`src/rtl/core/cau_pkg.sv`:
```
// Shared types and default sizes for the complex arithmetic unit.
`default_nettype none
package cau_pkg;
	localparam int PART_WIDTH_DEF = 16;
	localparam int FRAC_BITS_DEF  = 8;

	typedef enum logic [1:0] {
		CMD_ADD,
		CMD_SUB,
		CMD_MUL,
		CMD_DIV
	} cmd_t;
endpackage
`default_nettype wire

```
`src/rtl/core/cau_div_cell.sv`:
```
// One restoring-divider cell: retires one quotient bit and hands on to the next cell.
`default_nettype none
module cau_div_cell #(
	parameter int PART_WIDTH = cau_pkg::PART_WIDTH_DEF
) (
	input  wire                      clk,
	input  wire [2*PART_WIDTH-1:0]   rem_i,
	input  wire [PART_WIDTH:0]       x_i,
	input  wire [PART_WIDTH:0]       q_i,
	input  wire [2*PART_WIDTH-1:0]   d_i,
	output logic [2*PART_WIDTH-1:0]  rem_o,
	output logic [PART_WIDTH:0]      x_o,
	output logic [PART_WIDTH:0]      q_o,
	output logic [2*PART_WIDTH-1:0]  d_o
);
	localparam int RW = 2 * PART_WIDTH;

	logic [RW:0]   trial;
	logic [RW:0]   diff;
	logic          ge;
	logic [RW-1:0] rem_n;

	always_comb begin
		trial = {rem_i, x_i[PART_WIDTH]};
		diff  = trial - {1'b0, d_i};
		ge    = trial >= {1'b0, d_i};
		rem_n = ge ? diff[RW-1:0] : trial[RW-1:0];
	end

	always_ff @(posedge clk) begin
		rem_o <= rem_n;
		x_o   <= {x_i[PART_WIDTH-1:0], 1'b0};
		q_o   <= {q_i[PART_WIDTH-1:0], ge};
		d_o   <= d_i;
	end
endmodule
`default_nettype wire

```
`config.mk`:
```
export PLATFORM = sky130hd
export DESIGN_NAME = cau_div_cell
export DESIGN_NICKNAME = d
export VERILOG_FILES = /design/src/rtl/core/cau_pkg.sv /design/src/rtl/core/cau_div_cell.sv
export SDC_FILE = /design/constraint.sdc
export NUM_CORES = 1
export LEC_CHECK = 0
export BUFFER_PORTS_ARGS = -buffer_cell sky130_fd_sc_hd__clkbuf_2
export CORE_MARGIN = 1
export CORE_UTILIZATION = 47
export CTS_BUF_LIST = sky130_fd_sc_hd__clkbuf_16
export CTS_CLUSTER_DIAMETER = 40
export DETAILED_ROUTE_END_ITERATION = 16
export PLACE_DENSITY_LB_ADDON = 0.25
export REMOVE_ABC_BUFFERS = 1
export SETUP_SLACK_MARGIN = 0.1
export SLEW_MARGIN = 5
export SYNTH_ARGS = -nofsm -noshare
export SYNTH_HDL_FRONTEND = slang
export SYNTH_SLANG_ARGS = --single-unit
```
`constraint.sdc`:
```
create_clock -name clk -period 3.2 [get_ports clk]
set_clock_uncertainty 0.15 [all_clocks]
set_input_delay 0.16 -clock clk [delete_from_list [all_inputs] [get_ports clk]]
set_output_delay 0.16 -clock clk [all_outputs]
set_load 0.01 [all_outputs]
```
==> results.toml <==
[detailed_routing]
totalWireLength_um = 13400
drc = 0
drt_iter0_drc = 164
vias = 4328
drt-pass1-iter-count = 5
wire_per_inst_um = 15.5
ant_nets = 0
vias_per_cell = 5.03

[clock_network]
path_clk_slew_ns = 0.07
cts_inserted_buffers = 9
cts_root_buf = "clkbuf_16"
cts_tree = "done"
cts.sinks = 97
clk_path_buf_depth = 2
htreeDepth = 3

[layout]
num_antenna_cells = 0
finalNetCount = 880
drive_above_1_share_pct = 32.3
final_util_pct = 76.1
area_growth_pct = 55.8
nFillCells = 615
fin_cells = 861

[floorplan]
die_x_um = 97.4
ioPinCount = 197
die-area_sq_um = 9490
core_area_sq_um = 8760
start_util_pct = 48.8
dieHeight_um = 97.4
rows = 34

[placed_design]
dp_cells = 747
gp_congestion = 0.810
port_buffers = 194
hpwlAfterDp_um = 8160
place_ws_ns = 0.213

[sta]
hold_violations = 0
period_share_pct = 94.7
finalCriticalPeriod_ns = 3.03
slew_violations = 0
rsz0062_at_grt = "yes"
fmax_ghz = 0.330
setup_viol = 0
setup_ws_ns = 0.170

[status]
outcome = "complete, no violations"

[critical_path]
criticalPathCategory = "in -> reg"
cp_slowest_cell = "dlygate4sd3_1"
worstSetupPathDepth = 11
crit_family = "compound AO/OA/AOI/OAI gates"
critPathBufInv = 2
slowest_delay_ns = 0.55
worstPathCellList = "dlygate4sd3_1 > clkbuf_2 > ha_1 > a21oi_1 > o21ai_1 > a2111oi_0 > nor2_1 > a2111oi_1 > o31ai_1 > xor2_1 > mux2_4"
cp.arrival_ns = 3.10
crit_required_ns = 3.27
crit_fanout = 7
worstSetupEndpoint = "rem_o[31]"
worstSetupStartpoint = "rem_i[5]"
end_kind = "flop"
cp-start-kind = "input pin"

[hold_path]
hold_path_class = "in -> reg"

[power_and_ir_drop]
p_leak_nw = 3.34
p_per_area_nw_per_um2 = 519
max-vdd-ir-drop_mv = 0.275

[synthesis]
seq_area_frac_synth_pct = 45.4
synthArstFlopShare_pct = 0
netlist_area_sq_um = 4280
syn_avg_cell_area_sq_um = 9.35
synth_top_area_share_pct = 45.4
ys_top_cells_by_area = "dfxtp_1 (45%), ha_1 (9.4%), a21oi_1 (6.3%)"
yosysWarnings = 0
synth-edff-count = 0
synth.distinct_cells = 50
synthCells = 458
synth_common_cells = "dfxtp_1 (97), a21oi_1 (54), inv_1 (46)"
ys_ff_latch = 97
yosysTopAreaCell = "dfxtp_1"
synth.most_common_cell = "dfxtp_1"
ys.flop_type = "dfxtp_1"

[global_routing]
grt_overflow = 0
track_usage_pct = 27.3
grt_pass1_vias = 4327
antenna_found_initial = 0
grt_max_degree = 30
grt_pass1_wl_um = 20900

[run]
drv_cap = 0
## state kept, by name (all words and copies together), names as in the netlist
name   flops
q_o       17
x_o       16
rem_o     32
d_o       32
## cells in the final DEF (no fill, tap or decap), types with 10 or more instances in the layout
cell type,netlist,final
a21oi_1,54,53
nand2_1,24,24
ha_1,32,31
xnor2_1,16,16
clkbuf_2,0,194
dfxtp_1,97,97
xor2_1,10,10
o21ai_0,17,17
inv_1,46,46
nor2_1,37,37
dlygate4sd3_1,0,95
## final cells by class
cell class | instances | area [sq um] | area share [%]
flip-flops and latches | 97 | 1940 | 29.1
repair buffers | 297 | 2000 | 30.0
clock buffers | 9 | 225 | 3.38
multi-input cells | 297 | 2100 | 31.5
inverters | 46 | 173 | 2.59
well taps | 108 | 135 | 2.03
clock inverters | 7 | 97.6 | 1.46
## repair_timing
action / CTS / global route
setup endpoints to repair: 0 / 23
hold buffers: 95 / 0
hold endpoints to repair: 95 / 0
gates resized for setup: 0 / 13
buffers inserted: 0 / 3
## cell families (layout without fill, tap and decap cells)
family / after synthesis / after routing / synth area share [%]
AO/OA/AOI/OAI: 120 / 120 / 17.1
AND/OR/NAND/NOR: 107 / 107 / 12.2
flip-flops: 97 / 97 / 45.4
buffers and inverters: 64 / 359 / 6.81
adder cells (fa/ha/maj): 33 / 33 / 9.82
XOR/XNOR: 26 / 26 / 5.32
multiplexers: 10 / 10 / 3.27
other: 1 / 1 / 0.0876
## layer usage
layer	GRT usage (%)	vias to the layer above	wire length, um
met4	7.58	0	211
met2	52.1	171	7080
met5	0	-	0
met1	31.1	1992	5410
met3	4.32	19	662
li1	-	2146	-
## power by group
group	switching, mW	leakage, nW	internal [mW]
Sequential	0.0411	0.818	1.34
Clock	0.514	0.158	0.633
Combinational	0.483	2.36	0.448
## how the worst min path moves through the flow
stage | end | cells after the start | from | slack [ns]
finish | rem_o[5] | 4 | rem_i[4] | 0.02
global route | rem_o[5] | 4 | rem_i[4] | 0.04
CTS | rem_o[5] | 4 | rem_i[4] | 0.01
detailed placement | x_o[10] | 1 | x_i[9] | 0.11
global placement | x_o[10] | 1 | x_i[9] | 0.11
floorplan | d_o[0] | 0 | d_i[0] | 0.04
## worst min-delay path: cells and delay by family
family / cells / cell delay [ns]
AO/OA/AOI/OAI: 1 / 0.10
buffers and inverters: 2 / 0.13
AND/OR/NAND/NOR: 1 / 0.09
## metrics by stage
stage | TNS [ns] | hold slack, ns | total power, mW | area [sq um]
2_1_floorplan | -0.662 | 0.0377 | 1.89 | 4160
3_3_place_gp | 0 | 0.113 | 2.18 | 5320
3_5_place_dp | 0 | 0.114 | 2.20 | 5320
4_1_cts | 0 | 0.0105 | 3.43 | 6590
5_1_grt | 0 | 0.0404 | 3.61 | 6670
6_report | 0 | 0.0169 | 3.46 | 6670
(Power assumes the default switching activity.)
